==> src/rtl/core/uer_pkg.sv <==
// Package: shared types and constants for the ultrasonic echo ranger.
`timescale 1ns / 1ps
package uer_pkg;

  localparam int COUNT_WIDTH = 24;
  localparam int DIST_W      = 12;
  localparam int TIME_W      = 16;
  localparam int STOP_W      = 17;
  localparam int CFG_W       = 16;
  localparam int CFG_IDX_W   = 2;

  // Register indexes on the configuration port.
  localparam logic [CFG_IDX_W-1:0] REG_TRIGGER_TICKS  = 2'd0;
  localparam logic [CFG_IDX_W-1:0] REG_WAIT_LIMIT     = 2'd1;
  localparam logic [CFG_IDX_W-1:0] REG_WIDTH_LIMIT    = 2'd2;
  localparam logic [CFG_IDX_W-1:0] REG_OVERFLOW_LIMIT = 2'd3;

  localparam logic [7:0]  TRIGGER_TICKS_RST  = 8'd30;
  localparam logic [15:0] WAIT_LIMIT_RST     = 16'd10000;
  localparam logic [15:0] WIDTH_LIMIT_RST    = 16'd23530;
  localparam logic [7:0]  OVERFLOW_LIMIT_RST = 8'd100;

  localparam logic [COUNT_WIDTH-1:0] CNT_MAX = {COUNT_WIDTH{1'b1}};

  // cm = 340*t/10000 = 17*t/500; divide by 500 as multiply by ceil(2^30/500).
  localparam int          PROD_W      = 21;
  localparam int          RECIP_SHIFT = 30;
  localparam int          RECIP_W     = 22;
  localparam logic [RECIP_W-1:0] RECIP_500 = 22'd2147484;

  typedef enum logic [1:0] {
    PH_IDLE = 2'd0,
    PH_TRIG = 2'd1,
    PH_WAIT = 2'd2,
    PH_HIGH = 2'd3
  } phase_t;

  typedef struct packed {
    logic [7:0]  trigger_ticks;
    logic [15:0] wait_limit;
    logic [15:0] width_limit;
    logic [7:0]  overflow_limit;
  } uer_cfg_t;

  // Stage-one result: flags plus clamped echo time of the last measurement.
  typedef struct packed {
    logic              trigger;
    logic              busy;
    logic              done;
    logic              timed_out;
    logic [TIME_W-1:0] echo_time;
  } uer_res_t;

endpackage

==> src/rtl/core/uer_if.sv <==
// Channel interfaces: tick input and result output.
`timescale 1ns / 1ps
interface uer_in_if;
  logic valid;
  logic ready;
  logic start_req;
  logic echo;
  modport source (output valid, output start_req, output echo, input ready);
  modport sink   (input valid, input start_req, input echo, output ready);
endinterface

interface uer_out_if;
  logic                      valid;
  logic                      ready;
  logic                      trigger;
  logic                      busy_res;
  logic                      done_res;
  logic                      timed_out;
  logic [uer_pkg::DIST_W-1:0] distance_cm;
  modport source (output valid, output trigger, output busy_res, output done_res,
                  output timed_out, output distance_cm, input ready);
  modport sink   (input valid, input trigger, input busy_res, input done_res,
                  input timed_out, input distance_cm, output ready);
endinterface

==> src/rtl/core/ultrasonic_echo_ranger_core.sv <==
// Top level: ultrasonic echo-pulse ranger with config registers and output stage.
`timescale 1ns / 1ps
// Usage
//   in_ch carries one 0.5 us timer tick per transfer (start_req, echo level).
//   out_ch returns exactly one result per tick: trigger drive, busy, done,
//   timed_out (only with done) and the last measured distance in cm.
//   cfg_we/cfg_idx/cfg_wdata write trigger_ticks, wait_limit, width_limit
//   and overflow_limit; write them only while no measurement is running.
// Timing
//   An input transfer reaches result valid through two registered stages:
//   the phase machine and counters, then the ticks-to-cm multiply.
//   Throughput is one tick per cycle while out_ch is not stalled.
// Reset
//   rst_n (synchronous) returns to idle, clears counters and the stored echo time,
//   and loads the default limits. No result is pending after reset.
// Backpressure
//   When out_ch is stalled the whole two-stage pipe holds and in_ch.ready
//   drops; it rises again in the cycle the waiting result is taken.
module ultrasonic_echo_ranger_core (
  input  logic                           clk,
  input  logic                           rst_n,
  uer_in_if.sink                         in_ch,
  uer_out_if.source                      out_ch,
  input  logic                           cfg_we,
  input  logic [uer_pkg::CFG_IDX_W-1:0]  cfg_idx,
  input  logic [uer_pkg::CFG_W-1:0]      cfg_wdata
);
  import uer_pkg::*;

  uer_cfg_t cfg_r;
  logic     en;
  logic     in_fire;
  logic     s1_vld;
  uer_res_t s1;

  logic                      out_vld_r;
  logic                      trigger_r, busy_r, done_r, tout_r;
  logic [DIST_W-1:0]         dist_r, dist_nxt;
  logic [PROD_W-1:0]         x17;
  logic [PROD_W+RECIP_W-1:0] prod;

  always_ff @(posedge clk) begin
    if (!rst_n) begin
      cfg_r.trigger_ticks  <= TRIGGER_TICKS_RST;
      cfg_r.wait_limit     <= WAIT_LIMIT_RST;
      cfg_r.width_limit    <= WIDTH_LIMIT_RST;
      cfg_r.overflow_limit <= OVERFLOW_LIMIT_RST;
    end else if (cfg_we) begin
      unique case (cfg_idx)
        REG_TRIGGER_TICKS:  cfg_r.trigger_ticks  <= cfg_wdata[7:0];
        REG_WAIT_LIMIT:     cfg_r.wait_limit     <= cfg_wdata;
        REG_WIDTH_LIMIT:    cfg_r.width_limit    <= cfg_wdata;
        REG_OVERFLOW_LIMIT: cfg_r.overflow_limit <= cfg_wdata[7:0];
        default: ;
      endcase
    end
  end

  // Pipe advances whenever the output slot is free or being taken.
  assign en          = !out_vld_r || out_ch.ready;
  assign in_ch.ready = en;
  assign in_fire     = in_ch.valid && en;

  uer_seq u_seq (
    .clk       (clk),
    .rst_n     (rst_n),
    .en        (en),
    .in_fire   (in_fire),
    .start_req (in_ch.start_req),
    .echo      (in_ch.echo),
    .cfg       (cfg_r),
    .s1_vld    (s1_vld),
    .s1        (s1)
  );

  // 17*t then /500 by reciprocal; exact for 17*t < 2^21.
  assign x17      = {1'b0, s1.echo_time, 4'd0} + PROD_W'(s1.echo_time);
  assign prod     = (PROD_W+RECIP_W)'(x17) * (PROD_W+RECIP_W)'(RECIP_500);
  assign dist_nxt = prod[RECIP_SHIFT +: DIST_W];

  always_ff @(posedge clk) begin
    if (!rst_n) begin
      out_vld_r <= 1'b0;
    end else if (en) begin
      out_vld_r <= s1_vld;
    end
  end

  always_ff @(posedge clk) begin
    if (en && s1_vld) begin
      trigger_r <= s1.trigger;
      busy_r    <= s1.busy;
      done_r    <= s1.done;
      tout_r    <= s1.timed_out;
      dist_r    <= dist_nxt;
    end
  end

  assign out_ch.valid       = out_vld_r;
  assign out_ch.trigger     = trigger_r;
  assign out_ch.busy_res    = busy_r;
  assign out_ch.done_res    = done_r;
  assign out_ch.timed_out   = tout_r;
  assign out_ch.distance_cm = dist_r;

endmodule

==> src/rtl/core/uer_seq.sv <==
// Measurement sequencer: phase machine, tick counters and stage-one register.
`timescale 1ns / 1ps
module uer_seq (
  input  logic              clk,
  input  logic              rst_n,
  input  logic              en,
  input  logic              in_fire,
  input  logic              start_req,
  input  logic              echo,
  input  uer_pkg::uer_cfg_t cfg,
  output logic              s1_vld,
  output uer_pkg::uer_res_t s1
);
  import uer_pkg::*;

  phase_t                 phase_r, phase_nxt;
  logic [COUNT_WIDTH-1:0] tick_r, tick_nxt;
  logic [7:0]             trig_cnt_r, trig_cnt_nxt;
  logic [TIME_W-1:0]      last_t_r, last_t_nxt;
  logic                   s1_vld_r;
  uer_res_t               s1_r, s1_nxt;

  logic [7:0]             len;
  logic [7:0]             trig_inc;
  logic [COUNT_WIDTH-1:0] tick_bump;
  logic [COUNT_WIDTH-1:0] tick_q;
  logic [STOP_W-1:0]      stop;
  logic [8:0]             ovf_p1;
  logic                   meas_end;
  logic                   trig_o, done_o, tout_o;

  assign len       = (cfg.trigger_ticks == 8'd0) ? 8'd1 : cfg.trigger_ticks;
  assign trig_inc  = trig_cnt_r + 8'd1;
  assign tick_bump = (tick_r == CNT_MAX) ? tick_r : tick_r + COUNT_WIDTH'(1);
  assign tick_q    = tick_bump >> 2;
  assign ovf_p1    = {1'b0, cfg.overflow_limit} + 9'd1;
  assign stop      = {ovf_p1, 8'd0};

  always_comb begin
    phase_nxt    = phase_r;
    tick_nxt     = tick_r;
    trig_cnt_nxt = trig_cnt_r;
    last_t_nxt   = last_t_r;
    trig_o       = 1'b0;
    done_o       = 1'b0;
    tout_o       = 1'b0;
    meas_end     = 1'b0;
    unique case (phase_r)
      PH_IDLE: begin
        if (start_req) begin
          trig_o       = 1'b1;
          trig_cnt_nxt = 8'd1;
          tick_nxt     = '0;
          phase_nxt    = (len == 8'd1) ? PH_WAIT : PH_TRIG;
        end
      end
      PH_TRIG: begin
        trig_o       = 1'b1;
        trig_cnt_nxt = trig_inc;
        if (trig_inc >= len || trig_inc == 8'd0) begin
          phase_nxt = PH_WAIT;
          tick_nxt  = '0;
        end
      end
      PH_WAIT: begin
        tick_nxt = tick_bump;
        if (tick_q > COUNT_WIDTH'(cfg.wait_limit) || tick_bump == CNT_MAX) begin
          done_o    = 1'b1;
          tout_o    = 1'b1;
          phase_nxt = PH_IDLE;
        end else if (echo) begin
          tick_nxt  = COUNT_WIDTH'(1);
          phase_nxt = PH_HIGH;
        end
      end
      PH_HIGH: begin
        if (!echo) begin
          meas_end = 1'b1;
        end else begin
          tick_nxt = tick_bump;
          if (33'(tick_bump) >= 33'(stop) || tick_bump == CNT_MAX) begin
            meas_end = 1'b1;
          end
        end
      end
      default: phase_nxt = PH_IDLE;
    endcase
    if (meas_end) begin
      // Clamp ticks/4 to the width limit; conversion to cm happens downstream.
      if ((tick_nxt >> 2) > COUNT_WIDTH'(cfg.width_limit)) begin
        last_t_nxt = cfg.width_limit;
      end else begin
        last_t_nxt = tick_nxt[TIME_W+1:2];
      end
      done_o    = 1'b1;
      phase_nxt = PH_IDLE;
    end
    s1_nxt.trigger   = trig_o;
    s1_nxt.busy      = (phase_nxt != PH_IDLE);
    s1_nxt.done      = done_o;
    s1_nxt.timed_out = tout_o;
    s1_nxt.echo_time = last_t_nxt;
  end

  always_ff @(posedge clk) begin
    if (!rst_n) begin
      phase_r    <= PH_IDLE;
      tick_r     <= '0;
      trig_cnt_r <= '0;
      last_t_r   <= '0;
      s1_vld_r   <= 1'b0;
    end else begin
      if (en) begin
        s1_vld_r <= in_fire;
      end
      if (in_fire) begin
        phase_r    <= phase_nxt;
        tick_r     <= tick_nxt;
        trig_cnt_r <= trig_cnt_nxt;
        last_t_r   <= last_t_nxt;
      end
    end
  end

  always_ff @(posedge clk) begin
    if (in_fire) begin
      s1_r <= s1_nxt;
    end
  end

  assign s1_vld = s1_vld_r;
  assign s1     = s1_r;

endmodule

==> src/flat_wrapper.sv <==
// flat-port wrapper written by rule: the top's interface ports become plain ports
module ultrasonic_echo_ranger_core_flat import uer_pkg::*;
  (clk, rst_n, cfg_we, cfg_idx, cfg_wdata, in_ch_valid, in_ch_start_req, in_ch_echo, in_ch_ready, out_ch_valid, out_ch_trigger, out_ch_busy_res, out_ch_done_res, out_ch_timed_out, out_ch_distance_cm, out_ch_ready);
  uer_in_if in_ch_i ();
  uer_out_if out_ch_i ();
  input  logic clk;
  input  logic rst_n;
  input  logic cfg_we;
  input  logic [uer_pkg::CFG_IDX_W-1:0] cfg_idx;
  input  logic [uer_pkg::CFG_W-1:0] cfg_wdata;
  input wire logic [$bits(in_ch_i.valid)-1:0] in_ch_valid;
  input wire logic [$bits(in_ch_i.start_req)-1:0] in_ch_start_req;
  input wire logic [$bits(in_ch_i.echo)-1:0] in_ch_echo;
  output wire logic [$bits(in_ch_i.ready)-1:0] in_ch_ready;
  output wire logic [$bits(out_ch_i.valid)-1:0] out_ch_valid;
  output wire logic [$bits(out_ch_i.trigger)-1:0] out_ch_trigger;
  output wire logic [$bits(out_ch_i.busy_res)-1:0] out_ch_busy_res;
  output wire logic [$bits(out_ch_i.done_res)-1:0] out_ch_done_res;
  output wire logic [$bits(out_ch_i.timed_out)-1:0] out_ch_timed_out;
  output wire logic [$bits(out_ch_i.distance_cm)-1:0] out_ch_distance_cm;
  input wire logic [$bits(out_ch_i.ready)-1:0] out_ch_ready;
  assign in_ch_i.valid = in_ch_valid;
  assign in_ch_i.start_req = in_ch_start_req;
  assign in_ch_i.echo = in_ch_echo;
  assign in_ch_ready = in_ch_i.ready;
  assign out_ch_valid = out_ch_i.valid;
  assign out_ch_trigger = out_ch_i.trigger;
  assign out_ch_busy_res = out_ch_i.busy_res;
  assign out_ch_done_res = out_ch_i.done_res;
  assign out_ch_timed_out = out_ch_i.timed_out;
  assign out_ch_distance_cm = out_ch_i.distance_cm;
  assign out_ch_i.ready = out_ch_ready;
  ultrasonic_echo_ranger_core u_core (.clk(clk), .rst_n(rst_n), .in_ch(in_ch_i), .out_ch(out_ch_i), .cfg_we(cfg_we), .cfg_idx(cfg_idx), .cfg_wdata(cfg_wdata));
endmodule
==> config.mk <==
export PLATFORM = sky130hd
export DESIGN_NAME = ultrasonic_echo_ranger_core_flat
export DESIGN_NICKNAME = d
export VERILOG_FILES = /design/src/rtl/core/uer_pkg.sv /design/src/rtl/core/uer_if.sv /design/src/rtl/core/ultrasonic_echo_ranger_core.sv /design/src/rtl/core/uer_seq.sv /design/src/flat_wrapper.sv
export SDC_FILE = /design/constraint.sdc
export NUM_CORES = 1
export LEC_CHECK = 0
export ABC_AREA = 1
export ABC_CLOCK_PERIOD_IN_PS = 16600
export BUFFER_PORTS_ARGS = -buffer_cell sky130_fd_sc_hd__buf_2
export CORE_ASPECT_RATIO = 0.6
export CORE_MARGIN = 1.5
export CORE_UTILIZATION = 50
export DETAILED_ROUTE_END_ITERATION = 8
export PLACE_DENSITY = 0.69
export RECOVER_POWER = 100
export SETUP_SLACK_MARGIN = 0.02
export SLEW_MARGIN = 20
export SYNTH_ARGS = -nofsm -noshare
export SYNTH_HDL_FRONTEND = slang
export SYNTH_SLANG_ARGS = --single-unit
==> constraint.sdc <==
create_clock -name clk -period 16.6 [get_ports clk]
set_input_delay 3.32 -clock clk [delete_from_list [all_inputs] [get_ports clk]]
set_output_delay 3.32 -clock clk [all_outputs]
set_load 0.02 [all_outputs]
======== Yosys cells after proc, flatten, opt, wreduce, memory -nomap -nowiden ========
Index checks and enable logic that the tools add are counted.
storage, ports and cells
  input bits .............................. 25
  bits in registers ....................... 136
  logic and storage cells ................. 87
  output and inout bits ................... 18
cells by class
  order comparisons ....................... 4
  multiplexer cells ....................... 26
  eq/ne operators ......................... 12
  $add $sub $neg .......................... 4
  reductions and logical operators ........ 19
  multipliers ............................. 1
operators with widths
  cell                                                                   count
  24-bit two-way mux                                                     6
  24-bit case mux with 4 select lines                                    1
  24-bit equality test, second input constant                            2
  22-bit by 16-bit greater-than comparator with 1-bit output             2
  21-bit by 20-bit multiplier with 40-bit output, second input constant  1
  16-bit two-way mux                                                     2
  24-bit by 1-bit adder with 24-bit output, second input constant        1
  24-bit by 17-bit >= comparator with 1-bit output                       1
  20-bit by 16-bit adder with 21-bit output                              1
  8-bit zero test                                                        2
  8-bit two-way mux                                                      2
  8-bit case mux with 2 select lines                                     1
  2-bit two-way mux                                                      6
  8-bit by 1-bit adder with 9-bit output, second input constant          1
  8-bit by 1-bit adder with 8-bit output, second input constant          1
  2-bit equality test, second input constant                             4
  8-bit by 1-bit equality test with 1-bit output, second input constant  1
  8-bit >= comparator                                                    1
  2-bit AND reduction                                                    4
  1-bit two-way mux                                                      6
  2-bit inequality test, second input constant                           3
  2-bit case mux with 3 select lines                                     1
  2-bit by 1-bit equality test with 1-bit output, second input constant  2
  2-bit zero test                                                        2
  other kinds (7)                                                        12

======== Longest topological paths before layout ========
  depth in word-level cells ............... 9
  gate-level depth with buffers ........... 42
  depth with buffers taken out ............ 41

======== By module ========
From an unflattened synthesis, not the netlist that was laid out.
second synthesis, totals
  cells, all modules ...................... 2261
  area total of the unflattened synthesis .. 15832.7 um^2
by module, submodules not included
  module                       cells an instance  times used  seq. area each (um^2)  area an instance (um^2)
  ultrasonic_echo_ranger_core  1260               1           1461.4                 9502.9
  uer_seq                      1001               1           1621.6                 6329.8

======== Least setup slack after synthesis ========
Ideal clock, no wire load.
  kind .................................... register to register
  from .................................... register u_core.u_seq.s1_r, in the netlist u_core.u_seq.s1[0]
  to ...................................... register u_core.dist_r[8] (netlist: u_core.out_ch.distance_cm[8]), data pin
  setup slack ............................. 9.613 ns
  library setup time ...................... 0.259 ns
  clock period less this slack ............ 6.987 ns
  path buffers ............................ 0
  data arrival time ....................... 6.728 ns
  cell stages (with the launch flop) ...... 33
  required time ........................... 16.341 ns
  cell sequence ........................... edfxtp_1 -> ha_1 -> fa_1 -> a21oi_1 -> o21bai_1 -> a21o_1 -> a21oi_1 -> o21bai_1 -> a21oi_1 -> o21bai_1 -> nand2_1 -> nor2_1 -> xnor2_1 -> inv_1 -> ha_1 -> fa_1 -> fa_1 -> inv_1 -> fa_1 -> fa_1 -> inv_1 -> ha_1 -> ha_1 -> a21oi_1 -> o21ai_0 -> a211o_1 -> a21oi_1 -> nand2_1 -> a21boi_0 -> o21ai_0 -> nand3_1 -> nand2_1 -> xor2_1
on the way
  word-level cells in the longest chain between the ends .. 2
ends and longest elaborated chain
  what                                            line                               source
  start: declaration                              uer_seq.sv:21                      uer_res_t s1_r, s1_nxt;
  start signal: assignment                        uer_seq.sv:127                     s1_r <= s1_nxt;
  20-bit by 16-bit adder with 21-bit output       ultrasonic_echo_ranger_core.sv:77  assign x17 = {1'b0, s1.echo_time, 4'd0} + PROD_W'(s1.echo_time);
  21-bit by 20-bit multiplier with 40-bit output  ultrasonic_echo_ranger_core.sv:78  assign prod = (PROD_W+RECIP_W)'(x17) * (PROD_W+RECIP_W)'(RECIP_500);
  via u_core.prod[38]                             ultrasonic_echo_ranger_core.sv:40  logic [PROD_W+RECIP_W-1:0] prod;
  end signal: assignment                          ultrasonic_echo_ranger_core.sv:95  dist_r <= dist_nxt;
  end: declaration                                ultrasonic_echo_ranger_core.sv:38  logic [DIST_W-1:0] dist_r, dist_nxt;
The timed path passes the listed nets, and every way through them passes these cells.
A chain may end at the register's enable or synchronous reset.

======== Worst setup path after layout ========
  from .................................... register u_core.u_seq.s1_r, in the netlist u_core.u_seq.s1[3]
  to ...................................... register u_core.dist_r[11] (netlist: u_core.out_ch.distance_cm[11]), data pin
The elaborated chain is that of the path after synthesis.

==> run summary <==
Status: complete, but fails checks
Violated checks: capacitance limit, slew limit
CTS max path bufs: 2
Io pins: 43
Synthesized cell area: 15050 um2
Crit path launch type: flop
H-tree depth: 4
Setup tns final: 0 ps
Yosys top cell area share: 19.79%
Worst path slowest cell: nor4_1
Peak Freq: 107.2 MHz
Post-CTS Setup Bufs: 0
Initial Util: 51.56%
Die width: 227.0 um
Final GP Congestion: 1.021
Critical Path End Type: flop
Worst-path clk slew: 60 ps
DRT Wirelength: 46560 um
Dominant cells by area after synthesis: ha_1 20%, dfxtp_1 13%, fa_1 12%
Gr ovfl total: 0
Ys Warns: 0
Required time of the critical path: 16720 ps
Final Skew: 10.32 ps
Remaining DRCs: 0
Via/cell ratio: 5.597
Critical path's largest stage delay: 1090 ps
Post-Synthesis Cells: 1955
Pre-Repair DR Iteration Count: 8
Core Util, Final: 55.14%
Post-route clock period utilization: 56.22%
Top sig layer: met5
Die H: 137.4 um
Layout cells sized above 1: 7.372%
Average wire per standard cell: 19.45 um
Avg Inst Size Synth: 7.699 um2
Post-synthesis async set-or-reset flop share: 0%
Area delta synth->final: 6.941%
Dpl hpwl: 37690 um
Largest fanout on the critical path: 7
Max Slew Vio Count: 133
Core ar.: 29190 um2
Post-synthesis net count: 2310
Most frequent CP cell: inv_1
MaxCap Viol Count: 4
Met2 WL: 16250 um
Final hold viol count: 0
Final ANT Viol Nets: 0
CTS root buffer: clkbuf_16
Drt initial violations: 1470
Yosys reg bits: 136
Nets: 2336
WL met1: 23550 um
Sequential-to-total area share from yosys stat: 20.48%
Post-CTS resize count: 0
Slew headroom: -145.6%
Antenna violations before repair: 0
CP arrival: 9450 ps
Die area: 31190 um2
Worst-margin pin slew: 3684 ps
CTS Sinks: 136
Met3 WL: 6200 um
Ys flop type: dfxtp_1
Yosys top cell by area: ha_1
Buffers on Ports: 42
Num CTS Buffers: 17
Worst Hold Class: flop to flop
Row count: 48
Post-synth EDFFs: 36
Count leader, synth: inv_1
CTS Hold Buffers Added: 0
Ant diodes: 0
Vias post-DR: 13400
Total track usage: 30.80%
Number of distinct library cells after synthesis: 60
Tmin final: 9332 ps
Kind of critical path: flop to flop
Via count of the first global-routing pass: 12370
Largest net degree at the start of global routing: 78
Unrepaired setup endpoints after global routing: false
CTS tree: done
Final setup fails: 0
Most instantiated cells after synthesis: 387 x inv_1, 373 x nand2_1, 238 x ha_1, 133 x a21oi_1, 116 x nor2_1
First-pass GRT wire length: 70950 um
Clock latency on the worst-skew pair: 440 ps
## final timing paths
path | cells past startpoint | endpoint | slack (ps) | start
setup / recovery | 33 | u_core.out_ch.distance_cm[11]$_DFFE_PP_ | 7270 | u_core.u_seq.s1[3]$_DFFE_PP_
hold / removal | 0 | u_core.out_ch.timed_out$_DFFE_PP_ | 430 | u_core.u_seq.s1[16]$_DFFE_PP_
setup reg to reg | 33 | u_core.out_ch.distance_cm[11]$_DFFE_PP_ | 7270 | u_core.u_seq.s1[3]$_DFFE_PP_
hold reg to reg | 0 | u_core.out_ch.timed_out$_DFFE_PP_ | 430 | u_core.u_seq.s1[16]$_DFFE_PP_
## cell usage in the layout, fill, tap and decap left out, types with 4 or more instances in the layout
cell       count
buf_2         20
nor4_1         5
nand4_1       25
fa_1          92
nand2_1      374
nor2_2        13
a21o_1         4
nor2_4         5
nand3_2       22
a21oi_1      143
nand2_2       14
o211ai_1      32
nor3_1        14
nand3_1       88
xor2_1        34
nor2_1       116
o21ai_0       80
inv_1        386
a21oi_2        7
dfxtp_1      100
edfxtp_1      36
o21bai_1       9
xnor2_1        9
clkbuf_16     18
clkinv_4       5
inv_2         10
buf_4          6
ha_1         238
nand4_2        4
clkbuf_1      27
clkinv_1       4
## critical path, delay by kind of cell, from the launching register on
kind | cells | cell delay, ps
AND/OR/NAND/NOR | 13 | 3230
XOR/XNOR | 2 | 730
adder cells (fa/ha/maj) | 8 | 3380
buffers and inverters | 6 | 390
AO/OA/AOI/OAI | 4 | 660
flip-flops | 1 | 640
## per-layer routing
metal	vias to the layer above	track usage, %
met5	-	2.258
met1	6296	48.87
met2	669	38.06
met4	2	4.820
li1	6386	-
met3	46	11.81
## stage by stage
| step | cells | area [um2] | worst slack, ps | hold slack (ps) |
|---|---|---|---|---|
| final | 2394 | 16100 | 7268 | 427.0 |
| after global routing | 2394 | 16100 | 6722 | 429.9 |
| after CTS | 2394 | 16220 | 8043 | 427.1 |
| after detailed placement | 2362 | 15610 | 8058 | 412.4 |
| after global placement | 2362 | 15610 | 7700 | 401.1 |
| after floorplan | 1955 | 15050 | 9613 | 400.3 |
## flip-flops by register name, summed over array words and instances, names as in the netlist
signal,flops
u_core.u_seq.s1_vld,1
u_core.u_seq.phase_r,2
u_core.out_ch.timed_out,1
u_core.out_ch.valid,1
u_core.u_seq.last_t_r,16
u_core.out_ch.done_res,1
u_core.u_seq.s1,20
u_core.u_seq.tick_r,24
u_core.out_ch.busy_res,1
u_core.out_ch.distance_cm,12
u_core.cfg_r,48
u_core.u_seq.trig_cnt_r,8
u_core.out_ch.trigger,1
## area by class of cell
type | count | area [um2]
Tap cell | 400 | 500.5
Multi-Input combinational cell | 1373 | 10160
Clock buffer | 20 | 467.9
Inverter | 401 | 1506
Sequential cell | 136 | 3083
Timing Repair Buffer | 52 | 242.7
Fill cell | 2844 | 13090
Clock inverter | 12 | 138.9
## logic make-up (layout without fill, tap and decap cells)
group	after synthesis	count (layout)	share of synthesized area [%]
compound gates	306	306	11.92
xor+xnor	44	44	2.610
buf+inv	446	485	11.61
flops	136	136	20.48
simple gates	693	693	21.36
fa+ha+maj	330	330	32.02
Power is not shown: default switching activity piles up to over one toggle a cycle in this logic, so the estimate is an artifact.
